$ cat src/rtl/der_tlv_header_parser_top_macros.svh
// ----------------------------------------------------------------------------
// DER TLV header parser - assertion macros
// Shared concurrent assertion forms; the user module supplies clk and arst_n.
// ----------------------------------------------------------------------------
`ifndef DER_TLV_HEADER_PARSER_TOP_MACROS_SVH
`define DER_TLV_HEADER_PARSER_TOP_MACROS_SVH

// Consequent must hold in the same cycle as the antecedent.
`define DTLV_ASSERT_SAME(lbl, ante, cons, msg) \
	lbl: assert property (@(posedge clk) disable iff (!arst_n) (ante) |-> (cons)) \
		else $error(msg);

// Consequent must hold in the cycle after the antecedent.
`define DTLV_ASSERT_NEXT(lbl, ante, cons, msg) \
	lbl: assert property (@(posedge clk) disable iff (!arst_n) (ante) |=> (cons)) \
		else $error(msg);

`endif

$ cat src/rtl/dtlv_pkg.sv
// ----------------------------------------------------------------------------
// DER TLV header parser - package
// Result codes, configuration register indexes and the result beat type.
// ----------------------------------------------------------------------------
package dtlv_pkg;

	localparam int CFG_IDX_W  = 2;
	localparam int CFG_DATA_W = 32;

	localparam logic [CFG_IDX_W-1:0] CFG_BYTES_AVAILABLE = 2'd0;
	localparam logic [CFG_IDX_W-1:0] CFG_COPY_EN         = 2'd1;

	localparam logic [1:0] KIND_HEADER = 2'd0;
	localparam logic [1:0] KIND_VALUE  = 2'd1;
	localparam logic [1:0] KIND_ERROR  = 2'd2;

	localparam logic [2:0] ERR_NONE       = 3'd0;
	localparam logic [2:0] ERR_OFFSET     = 3'd1;
	localparam logic [2:0] ERR_INCOMPLETE = 3'd2;
	localparam logic [2:0] ERR_BAD_LENGTH = 3'd3;
	localparam logic [2:0] ERR_OVERRUN    = 3'd4;

	// Length byte: long-form flag and count field
	localparam logic [7:0] LEN_LONG_FLAG  = 8'h80;
	localparam logic [7:0] LEN_COUNT_MASK = 8'h7F;

	typedef logic [1:0]  kind_t;
	typedef logic [7:0]  byte_t;
	typedef logic [63:0] length_t;
	typedef logic [3:0]  hsize_t;
	typedef logic [2:0]  errcode_t;

	typedef struct packed {
		logic     valid;
		kind_t    kind;
		byte_t    tag_byte;
		length_t  value_length;
		hsize_t   header_size;
		errcode_t error_code;
		byte_t    value_out;
		logic     last_value;
	} dtlv_res_t;

endpackage

$ cat src/rtl/dtlv_byte_if.sv
// ----------------------------------------------------------------------------
// DER TLV header parser - byte channel
// Valid/ready channel carrying one encoded byte per beat.
// ----------------------------------------------------------------------------
interface dtlv_byte_if;
	logic            valid;
	logic            ready;
	dtlv_pkg::byte_t data_byte;

	modport source (output valid, output data_byte, input ready);
	modport sink (input valid, input data_byte, output ready);
endinterface

$ cat src/rtl/dtlv_result_if.sv
// ----------------------------------------------------------------------------
// DER TLV header parser - result channel
// Valid/ready channel carrying one header, value byte or error per beat.
// ----------------------------------------------------------------------------
interface dtlv_result_if;
	logic               valid;
	logic               ready;
	dtlv_pkg::kind_t    kind;
	dtlv_pkg::byte_t    tag_byte;
	dtlv_pkg::length_t  value_length;
	dtlv_pkg::hsize_t   header_size;
	dtlv_pkg::errcode_t error_code;
	dtlv_pkg::byte_t    value_out;
	logic               last_value;

	modport source (output valid, output kind, output tag_byte, output value_length,
		output header_size, output error_code, output value_out, output last_value,
		input ready);
	modport sink (input valid, input kind, input tag_byte, input value_length,
		input header_size, input error_code, input value_out, input last_value,
		output ready);
endinterface

$ cat src/rtl/dtlv_parser.sv
// ----------------------------------------------------------------------------
// DER TLV header parser - parse state
// Per-byte tag/length/value state registers, budget counter and next-state logic.
// ----------------------------------------------------------------------------
module dtlv_parser #(
	parameter int MAX_LENGTH_BYTES = 8,
	parameter int COUNT_WIDTH      = 32
) (
	input  logic                               clk,
	input  logic                               arst_n,
	input  logic                               fire,
	input  dtlv_pkg::byte_t                    data_byte,
	input  logic                               cfg_wr_en,
	input  logic [dtlv_pkg::CFG_IDX_W-1:0]     cfg_index,
	input  logic [dtlv_pkg::CFG_DATA_W-1:0]    cfg_data,
	output dtlv_pkg::dtlv_res_t                res
);
	import dtlv_pkg::*;

	`include "der_tlv_header_parser_top_macros.svh"

	localparam int LEN_W = 8 * MAX_LENGTH_BYTES;
	localparam int CMP_W = (LEN_W > COUNT_WIDTH) ? LEN_W : COUNT_WIDTH;

	localparam logic [2:0] PH_TAG   = 3'd0;
	localparam logic [2:0] PH_LEN   = 3'd1;
	localparam logic [2:0] PH_LONG  = 3'd2;
	localparam logic [2:0] PH_VALUE = 3'd3;
	localparam logic [2:0] PH_HALT  = 3'd4;

	logic [2:0]             phase_q, phase_n;
	logic [COUNT_WIDTH-1:0] remain_q, remain_n, rem_dec;
	logic [LEN_W-1:0]       len_acc_q, len_acc_n;
	logic [3:0]             len_left_q, len_left_n;
	byte_t                  tag_q, tag_n;
	hsize_t                 hdr_cnt_q, hdr_cnt_n;
	logic [LEN_W-1:0]       val_left_q, val_left_n, val_dec;
	logic                   copy_q;

	logic                   do_fin;
	logic [LEN_W-1:0]       fin_len;
	logic [COUNT_WIDTH-1:0] fin_rem;
	hsize_t                 fin_hdr;
	logic [6:0]             long_cnt;

	always_comb begin
		phase_n    = phase_q;
		remain_n   = remain_q;
		len_acc_n  = len_acc_q;
		len_left_n = len_left_q;
		tag_n      = tag_q;
		hdr_cnt_n  = hdr_cnt_q;
		val_left_n = val_left_q;
		res        = '0;
		do_fin     = 1'b0;
		fin_len    = len_acc_q;
		fin_rem    = remain_q;
		fin_hdr    = hdr_cnt_q;
		long_cnt   = data_byte[6:0] & LEN_COUNT_MASK[6:0];
		rem_dec    = (remain_q != '0) ? remain_q - 1'b1 : '0;
		val_dec    = (val_left_q != '0) ? val_left_q - 1'b1 : '0;

		case (phase_q)
			PH_TAG: begin
				hdr_cnt_n  = '0;
				len_acc_n  = '0;
				len_left_n = '0;
				if (remain_q == '0) begin
					phase_n          = PH_HALT;
					res.valid        = 1'b1;
					res.kind         = KIND_ERROR;
					res.error_code   = ERR_OFFSET;
				end else begin
					tag_n     = data_byte;
					hdr_cnt_n = 4'd1;
					remain_n  = rem_dec;
					if (rem_dec == '0) begin
						phase_n         = PH_HALT;
						res.valid       = 1'b1;
						res.kind        = KIND_ERROR;
						res.tag_byte    = data_byte;
						res.header_size = 4'd1;
						res.error_code  = ERR_INCOMPLETE;
					end else begin
						phase_n = PH_LEN;
					end
				end
			end
			PH_LEN: begin
				if (remain_q == '0) begin
					phase_n         = PH_HALT;
					res.valid       = 1'b1;
					res.kind        = KIND_ERROR;
					res.tag_byte    = tag_q;
					res.header_size = hdr_cnt_q;
					res.error_code  = ERR_INCOMPLETE;
				end else begin
					remain_n  = rem_dec;
					hdr_cnt_n = 4'd2;
					if ((data_byte & LEN_LONG_FLAG) != '0) begin
						if (long_cnt == '0 || long_cnt > 7'(MAX_LENGTH_BYTES)
								|| COUNT_WIDTH'(long_cnt) > rem_dec) begin
							phase_n         = PH_HALT;
							res.valid       = 1'b1;
							res.kind        = KIND_ERROR;
							res.tag_byte    = tag_q;
							res.header_size = 4'd2;
							res.error_code  = ERR_BAD_LENGTH;
						end else begin
							len_acc_n  = '0;
							len_left_n = long_cnt[3:0];
							phase_n    = PH_LONG;
						end
					end else begin
						len_acc_n = LEN_W'(data_byte);
						do_fin    = 1'b1;
						fin_len   = LEN_W'(data_byte);
						fin_rem   = rem_dec;
						fin_hdr   = 4'd2;
					end
				end
			end
			PH_LONG: begin
				if (remain_q == '0) begin
					phase_n         = PH_HALT;
					res.valid       = 1'b1;
					res.kind        = KIND_ERROR;
					res.tag_byte    = tag_q;
					res.header_size = hdr_cnt_q;
					res.error_code  = ERR_BAD_LENGTH;
				end else begin
					remain_n   = rem_dec;
					len_acc_n  = LEN_W'({len_acc_q, data_byte});
					hdr_cnt_n  = hdr_cnt_q + 4'd1;
					len_left_n = len_left_q - 4'd1;
					if (len_left_n == '0) begin
						do_fin  = 1'b1;
						fin_len = len_acc_n;
						fin_rem = rem_dec;
						fin_hdr = hdr_cnt_n;
					end
				end
			end
			PH_VALUE: begin
				remain_n         = rem_dec;
				val_left_n       = val_dec;
				res.valid        = 1'b1;
				res.kind         = KIND_VALUE;
				res.tag_byte     = tag_q;
				res.value_length = 64'(len_acc_q);
				res.header_size  = hdr_cnt_q;
				res.value_out    = data_byte;
				res.last_value   = (val_dec == '0);
				if (val_dec == '0) begin
					phase_n = PH_TAG;
				end
			end
			default: begin
				// halted: drop every byte
			end
		endcase

		// Length complete: check it against the budget, then emit the header
		if (do_fin) begin
			res.valid        = 1'b1;
			res.tag_byte     = tag_q;
			res.value_length = 64'(fin_len);
			res.header_size  = fin_hdr;
			if (CMP_W'(fin_len) > CMP_W'(fin_rem)) begin
				phase_n        = PH_HALT;
				res.kind       = KIND_ERROR;
				res.error_code = ERR_OVERRUN;
			end else begin
				val_left_n = fin_len;
				phase_n    = (copy_q && fin_len != '0) ? PH_VALUE : PH_TAG;
				res.kind   = KIND_HEADER;
			end
		end
	end

	always_ff @(posedge clk or negedge arst_n) begin
		if (!arst_n) begin
			phase_q    <= PH_TAG;
			remain_q   <= '0;
			len_acc_q  <= '0;
			len_left_q <= '0;
			tag_q      <= '0;
			hdr_cnt_q  <= '0;
			val_left_q <= '0;
			copy_q     <= 1'b1;
		end else begin
			if (fire) begin
				phase_q    <= phase_n;
				remain_q   <= remain_n;
				len_acc_q  <= len_acc_n;
				len_left_q <= len_left_n;
				tag_q      <= tag_n;
				hdr_cnt_q  <= hdr_cnt_n;
				val_left_q <= val_left_n;
			end
			if (cfg_wr_en && cfg_index == CFG_BYTES_AVAILABLE) begin
				remain_q <= COUNT_WIDTH'(cfg_data);
			end
			if (cfg_wr_en && cfg_index == CFG_COPY_EN) begin
				copy_q <= cfg_data[0];
			end
		end
	end

	`DTLV_ASSERT_NEXT(a_halt_sticky, phase_q == PH_HALT, phase_q == PH_HALT,
		"parser left the halt state")
	`DTLV_ASSERT_NEXT(a_error_halts, fire && res.valid && res.kind == KIND_ERROR,
		phase_q == PH_HALT, "error beat did not halt the parser")
	`DTLV_ASSERT_SAME(a_value_left, phase_q == PH_VALUE, val_left_q != '0,
		"value phase with no value bytes left")
	`DTLV_ASSERT_SAME(a_long_count, phase_q == PH_LONG,
		len_left_q != '0 && len_left_q <= 4'(MAX_LENGTH_BYTES),
		"long-form byte count out of range")

endmodule

$ cat src/rtl/dtlv_out_stage.sv
// ----------------------------------------------------------------------------
// DER TLV header parser - result register
// Holds one result beat and frees the byte side whenever the slot can take one.
// ----------------------------------------------------------------------------
module dtlv_out_stage (
	input  logic                  clk,
	input  logic                  arst_n,
	input  logic                  fire,
	input  dtlv_pkg::dtlv_res_t   res,
	output logic                  load,
	dtlv_result_if.source         result_ch
);
	import dtlv_pkg::*;

	logic      valid_s1;
	dtlv_res_t data_s1;

	assign load = !valid_s1 || result_ch.ready;

	always_ff @(posedge clk or negedge arst_n) begin
		if (!arst_n) begin
			valid_s1 <= 1'b0;
		end else if (load) begin
			valid_s1 <= fire && res.valid;
		end
	end

	always_ff @(posedge clk) begin
		if (load && fire) begin
			data_s1 <= res;
		end
	end

	assign result_ch.valid        = valid_s1;
	assign result_ch.kind         = data_s1.kind;
	assign result_ch.tag_byte     = data_s1.tag_byte;
	assign result_ch.value_length = data_s1.value_length;
	assign result_ch.header_size  = data_s1.header_size;
	assign result_ch.error_code   = data_s1.error_code;
	assign result_ch.value_out    = data_s1.value_out;
	assign result_ch.last_value   = data_s1.last_value;

endmodule

$ cat src/rtl/der_tlv_header_parser_top.sv
// ----------------------------------------------------------------------------
// DER TLV header parser - top level
// Decodes ASN.1 DER tag/length headers from a byte stream and passes values on.
// ----------------------------------------------------------------------------
//
//  channel     dir  beat content
//  ---------   ---  -----------------------------------------------------------
//  byte_ch     in   data_byte: one byte of the encoded buffer
//  result_ch   out  kind, tag_byte, value_length, header_size, error_code,
//                   value_out, last_value
//  cfg_*       in   plain write: bytes_available (index 0), copy enable (index 1)
//
//  One byte per clock while the result slot is free or being emptied. Each
//  accepted byte updates the parse state in a single registered pass; its
//  result, if any, sits in the result register the cycle after.
//  Reset (arst_n low) returns to tag parsing with an empty budget and copy on.
//  A stalled result holds the result register and drops byte_ch.ready; bytes
//  that give no result still need a free result slot.
//
module der_tlv_header_parser_top #(
	parameter int MAX_LENGTH_BYTES = 8,
	parameter int COUNT_WIDTH      = 32
) (
	input  logic                               clk,
	input  logic                               arst_n,
	dtlv_byte_if.sink                          byte_ch,
	dtlv_result_if.source                      result_ch,
	input  logic                               cfg_wr_en,
	input  logic [dtlv_pkg::CFG_IDX_W-1:0]     cfg_index,
	input  logic [dtlv_pkg::CFG_DATA_W-1:0]    cfg_data
);
	import dtlv_pkg::*;

	logic      load;
	logic      fire;
	dtlv_res_t res;

	// Take a byte whenever the result slot is free or being emptied
	assign byte_ch.ready = load;
	assign fire          = byte_ch.valid && load;

	// Parse state: tag, length form, long-length bytes, value bytes, halt
	dtlv_parser #(
		.MAX_LENGTH_BYTES (MAX_LENGTH_BYTES),
		.COUNT_WIDTH      (COUNT_WIDTH)
	) u_parser (
		.clk       (clk),
		.arst_n    (arst_n),
		.fire      (fire),
		.data_byte (byte_ch.data_byte),
		.cfg_wr_en (cfg_wr_en),
		.cfg_index (cfg_index),
		.cfg_data  (cfg_data),
		.res       (res)
	);

	// Result register between the parse logic and the result channel
	dtlv_out_stage u_out_stage (
		.clk       (clk),
		.arst_n    (arst_n),
		.fire      (fire),
		.res       (res),
		.load      (load),
		.result_ch (result_ch)
	);

endmodule

$ cat src/flat_wrapper.sv
// flat-port wrapper written by rule: the top's interface ports become plain ports
module der_tlv_header_parser_top_flat import dtlv_pkg::*;
#(
	parameter int MAX_LENGTH_BYTES = 8,
	parameter int COUNT_WIDTH      = 32
)
  (clk, arst_n, cfg_wr_en, cfg_index, cfg_data, byte_ch_valid, byte_ch_data_byte, byte_ch_ready, result_ch_valid, result_ch_kind, result_ch_tag_byte, result_ch_value_length, result_ch_header_size, result_ch_error_code, result_ch_value_out, result_ch_last_value, result_ch_ready);
  dtlv_byte_if byte_ch_i ();
  dtlv_result_if result_ch_i ();
  input  logic clk;
  input  logic arst_n;
  input  logic cfg_wr_en;
  input  logic [dtlv_pkg::CFG_IDX_W-1:0] cfg_index;
  input  logic [dtlv_pkg::CFG_DATA_W-1:0] cfg_data;
  input wire logic [$bits(byte_ch_i.valid)-1:0] byte_ch_valid;
  input wire logic [$bits(byte_ch_i.data_byte)-1:0] byte_ch_data_byte;
  output wire logic [$bits(byte_ch_i.ready)-1:0] byte_ch_ready;
  output wire logic [$bits(result_ch_i.valid)-1:0] result_ch_valid;
  output wire logic [$bits(result_ch_i.kind)-1:0] result_ch_kind;
  output wire logic [$bits(result_ch_i.tag_byte)-1:0] result_ch_tag_byte;
  output wire logic [$bits(result_ch_i.value_length)-1:0] result_ch_value_length;
  output wire logic [$bits(result_ch_i.header_size)-1:0] result_ch_header_size;
  output wire logic [$bits(result_ch_i.error_code)-1:0] result_ch_error_code;
  output wire logic [$bits(result_ch_i.value_out)-1:0] result_ch_value_out;
  output wire logic [$bits(result_ch_i.last_value)-1:0] result_ch_last_value;
  input wire logic [$bits(result_ch_i.ready)-1:0] result_ch_ready;
  assign byte_ch_i.valid = byte_ch_valid;
  assign byte_ch_i.data_byte = byte_ch_data_byte;
  assign byte_ch_ready = byte_ch_i.ready;
  assign result_ch_valid = result_ch_i.valid;
  assign result_ch_kind = result_ch_i.kind;
  assign result_ch_tag_byte = result_ch_i.tag_byte;
  assign result_ch_value_length = result_ch_i.value_length;
  assign result_ch_header_size = result_ch_i.header_size;
  assign result_ch_error_code = result_ch_i.error_code;
  assign result_ch_value_out = result_ch_i.value_out;
  assign result_ch_last_value = result_ch_i.last_value;
  assign result_ch_i.ready = result_ch_ready;
  der_tlv_header_parser_top #(.MAX_LENGTH_BYTES(MAX_LENGTH_BYTES), .COUNT_WIDTH(COUNT_WIDTH)) u_core (.clk(clk), .arst_n(arst_n), .byte_ch(byte_ch_i), .result_ch(result_ch_i), .cfg_wr_en(cfg_wr_en), .cfg_index(cfg_index), .cfg_data(cfg_data));
endmodule
$ cat config.mk
export PLATFORM = sky130hd
export DESIGN_NAME = der_tlv_header_parser_top_flat
export DESIGN_NICKNAME = d
export VERILOG_FILES = /design/src/rtl/dtlv_pkg.sv /design/src/rtl/dtlv_byte_if.sv /design/src/rtl/dtlv_result_if.sv /design/src/rtl/dtlv_parser.sv /design/src/rtl/dtlv_out_stage.sv /design/src/rtl/der_tlv_header_parser_top.sv /design/src/flat_wrapper.sv
export VERILOG_INCLUDE_DIRS = /design/src /design/src/rtl
export SDC_FILE = /design/constraint.sdc
export NUM_CORES = 1
export LEC_CHECK = 0
export BUFFER_PORTS_ARGS = -buffer_cell sky130_fd_sc_hd__buf_2
export CORE_ASPECT_RATIO = 1.1
export CORE_MARGIN = 3
export CORE_UTILIZATION = 55
export CTS_CLUSTER_SIZE = 16
export DETAILED_ROUTE_END_ITERATION = 7
export GPL_TIMING_DRIVEN = 0
export PLACE_DENSITY = 0.82
export SETUP_SLACK_MARGIN = 0.5
export SYNTH_ARGS = -nofsm -noshare
export SYNTH_HDL_FRONTEND = slang
export SYNTH_SLANG_ARGS = --single-unit
$ cat constraint.sdc
create_clock -name clk -period 7 [get_ports clk]
set_clock_uncertainty 0.2 [all_clocks]
set_input_delay 1.4 -clock clk [delete_from_list [all_inputs] [get_ports clk]]
set_output_delay 1.4 -clock clk [all_outputs]
set_load 0.02 [all_outputs]
==> results.toml <==
[cells_and_area]
fill_cells = 2337
fin_area_um2 = 18800
multi_input_area_um2 = 8460
nNetsFinal = 2061
area_growth_pct = 15.7
layout.cells.non_filler = 2361
antennaDiodeCount = 0
drive_gt1_frac = 0.155
seqCellArea_um2 = 7230

[sta]
worst_slack_ps = 631
finalSetupTns_ps = 0
tightest_slew_ps = 1040
final-setup-viol-count = 0
rsz0062_at_grt = "false"
post-route-period-util = 0.910
slew_headroom = 0.303
fin_crit_ps = 6370
hold_viol = 0
fmax_mhz = 157
drv_slew = 0

[logic_synthesis]
synth_flop_cell = "dfrtp_1"
ys_async_sr_fraction = 0.668
synth_seq_cells = 271
synth_fp_nets = 1883
yosysUniqueCellTypes = 87
ys_seq_area_frac = 0.445
ys_warn_count = 0
synth_edf_count = 90
synthesis.area_um2 = 16300
synth_cells = 1792
syn_avg_cell_area_um2 = 9.07

[critical_path]
cp_slowest_cell = "a221oi_4"
crit_buf_inv = 8
cp.depth = 23
crit_fanout = 10
path_cells = "inv_1, ha_2, nor3b_4, nand4_1, clkbuf_8, or3_1, buf_2, and2_2, buf_2, buf_4, buf_4, nand2_1, xor2_1, ha_1, nand2_1, or3_4, nor4_4, nand4_1, a221oi_4, buf_4, buf_4, nor2_1, or3_1"
cp.required_ps = 7120
critPathMaxStageDelay_ps = 490
path_class = "flop to flop"
start_kind = "flop"
crit_path_end_kind = "flop"
cp_top_family = "simple AND/OR/NAND/NOR gates"
cp.arrival_ps = 6490
cpMostUsedCell = "buf_4"
reg2reg_depth = 23

[clock_tree]
cts_num_sinks = 271
cts_buffer_depth = 3
cts_tree = "done"
cts_buffers = 29
htree_levels = 1
cts.root.buffer_cell = "clkbuf_16"
clk_pin_slew_worst_paths_ps = 60
clkLatencyLatePin_ps = 580

[floorplan]
floorplan.rows = 65
die_h_um = 186
ios = 139
start_util = 0.563
die_x_um = 170
core_area_um2 = 28900
die_area_um2 = 31700

[drt]
final_antenna_net_count = 0
wl_per_cell_um = 22.6
num_vias = 15873
drc = 0
viasPerCell = 6.72
drt_pre_antenna_iters = 6
routed_wl_mm = 53.4
drt_first_iter_violations = 2385

[outcome]
status = "finished clean"

[place]
place_ws_ps = -1750
dpl-instance-area_um2 = 17500
placement.io_buffers = 137
hpwlAfterDp_mm = 38.1
gp_congestion = 1.01
dpl.cell_count = 2299

[pwr]
p_per_area_nw_per_um2 = 350
ir_drop_v = 0.000250
power_mw = 6.58
p_leak_nw = 7.51

[min_path]
holdPathStages = 2
hold_class = "flop to flop"

[grt]
antenna_found_initial = 0
grt_usage = 0.329
grt_pass1_vias = 15234
grt-ovfl-total = 0
grt_max_degree = 102
grt_pass1_wl_mm = 84.3

[run]
maxCapViolations = 0
-- stage by stage --
stage	util	hold WS (ps)
2_1_floorplan	-	250
3_3_place_gp	0.603	265
3_5_place_dp	0.605	279
4_1_cts	0.647	293
5_1_grt	0.651	330
6_report	0.651	294
-- cell type report --
type,count,share of cell area
inverters,23,0.00459
clock buffers,32,0.0403
flip-flops and latches,271,0.385
clock inverters,22,0.0170
multi-input cells,1360,0.450
plain buffers,138,0.0359
well taps,368,0.0245
repair buffers,147,0.0431
-- report_power, final --
part / internal, mW / switching, mW / total, mW
Clock: 1.05 / 0.690 / 1.74
Combinational: 0.906 / 1.63 / 2.53
Sequential: 1.98 / 0.330 / 2.32
Total: 3.94 / 2.65 / 6.58
-- placed cells by master (no fill, tap or decap), types with 8 or more instances in the layout --
cell | synthesis | routed
clkbuf_1 | 106 | 92
clkbuf_16 | 0 | 29
a22o_1 | 93 | 93
o31ai_1 | 37 | 36
o21ai_0 | 206 | 202
nand4_1 | 22 | 22
buf_2 | 11 | 149
o21ai_1 | 8 | 11
buf_4 | 3 | 19
a31oi_1 | 14 | 14
a2bb2oi_1 | 28 | 28
nor3_1 | 54 | 54
xor2_1 | 36 | 35
dfrtp_1 | 180 | 179
or4_1 | 32 | 30
nand2_1 | 264 | 262
o21a_1 | 8 | 8
nor2_1 | 129 | 129
nand2b_1 | 9 | 9
or3_1 | 32 | 30
a21oi_1 | 60 | 59
xnor2_1 | 43 | 43
nor2b_1 | 8 | 8
or2_2 | 8 | 8
nand3_1 | 26 | 26
inv_1 | 21 | 20
edfxtp_1 | 90 | 90
ha_1 | 44 | 43
nor4_1 | 39 | 36
and2_1 | 13 | 12
-- path summary, 6_finish.rpt --
kind / startpoint / endpoint / slack, ps
hold / removal: u_core.u_parser.tag_q[0] / u_core.u_parser.tag_q[0] / 290
max in group asynchronous: arst_n / u_core.u_parser.remain_q[0] / 5030
min in group asynchronous: arst_n / u_core.u_parser.len_acc_q[48] / 590
hold reg to reg: u_core.u_parser.tag_q[0] / u_core.u_parser.tag_q[0] / 290
setup reg to reg: u_core.u_parser.remain_q[1] / u_core.u_out_stage.result_ch.kind[1] / 630
setup / recovery: u_core.u_parser.remain_q[1] / u_core.u_out_stage.result_ch.kind[1] / 630
-- flip-flops by register name (all words and copies together), names as in the netlist --
register / cells
u_core.u_out_stage.result_ch.value_length: 64
u_core.u_parser.len_acc_q: 64
u_core.u_parser.val_left_q: 64
u_core.u_parser.remain_q: 32
u_core.u_out_stage.result_ch.tag_byte: 8
u_core.u_out_stage.result_ch.value_out: 8
u_core.u_parser.tag_q: 8
u_core.u_out_stage.result_ch.header_size: 4
u_core.u_parser.hdr_cnt_q: 4
u_core.u_parser.len_left_q: 4
u_core.u_out_stage.result_ch.error_code: 3
u_core.u_parser.phase_q: 3
u_core.u_out_stage.result_ch.kind: 2
u_core.u_out_stage.result_ch.last_value: 1
u_core.u_out_stage.result_ch.valid: 1
u_core.u_parser.copy_q: 1
-- cells in the mapped netlist (7+ instances only) --
library cell / n / area [µm²]
inv_1: 21 / 78.8
nand3b_1: 7 / 52.6
clkbuf_1: 106 / 398
buf_2: 11 / 55.1
dfrtp_1: 180 / 4500
nand2b_1: 9 / 56.3
nand3_1: 26 / 130
nor4_1: 39 / 244
buf_1: 9 / 33.8
or4_1: 32 / 240
edfxtp_1: 90 / 2700
mux2_2: 7 / 78.8
o21a_1: 8 / 60.1
or3_1: 32 / 200
o31ai_1: 37 / 278
nand4b_1: 7 / 61.3
a21oi_1: 60 / 300
a2bb2oi_1: 28 / 245
nand2_1: 264 / 991
or2_2: 8 / 50.1
a21o_1: 7 / 52.6
nor2_1: 129 / 484
nor2b_1: 8 / 50.1
ha_1: 44 / 551
a31oi_1: 14 / 87.6
xnor2_1: 43 / 377
a22o_1: 93 / 815
a22oi_1: 7 / 52.6
nor3_1: 54 / 270
nand4_1: 22 / 138
o21ai_0: 206 / 1030
and2_1: 13 / 81.3
xor2_1: 36 / 315
o21ai_1: 8 / 40.0
-- layer usage --
| layer | GRT usage | wire length, µm | share of wire |
|---|---|---|---|
| met1 | 0.446 | 20800 | 0.39 |
| met2 | 0.520 | 24500 | 0.46 |
| met3 | 0.0515 | 5200 | 0.097 |
| met4 | 0.157 | 2930 | 0.055 |
| met5 | 0 | 0 | 0 |
-- worst reg2reg max path, delay by kind of cell, from the launching register on --
family	cells	cell delay, ps
simple gates	11	2760
xor+xnor	1	230
flops	1	460
fa+ha+maj	2	470
compound gates	1	490
buf+inv	8	1520
-- cell families (layout without fill, tap and decap cells) --
family | Yosys count | count (layout) | synth area share
and+or+nand+nor | 698 | 698 | 0.215
xor gates and xnor gates | 79 | 79 | 0.0426
AOI/OAI and AO/OA | 529 | 529 | 0.214
DFF | 271 | 271 | 0.445
buffers and inverters | 161 | 362 | 0.0429
adders and majority gates | 44 | 44 | 0.0339
muxes | 10 | 10 | 0.00700
-- timing repair --
item / in CTS / in global routing
cloned: 0 / 0
buffers inserted: 4 / 4
pin swaps: 5 / 5
gates resized for setup: 42 / 31
hold buffers: 0 / 0
endpoints found under the setup margin: 69 / 66
Note: power is estimated with default switching activity, not from simulation.
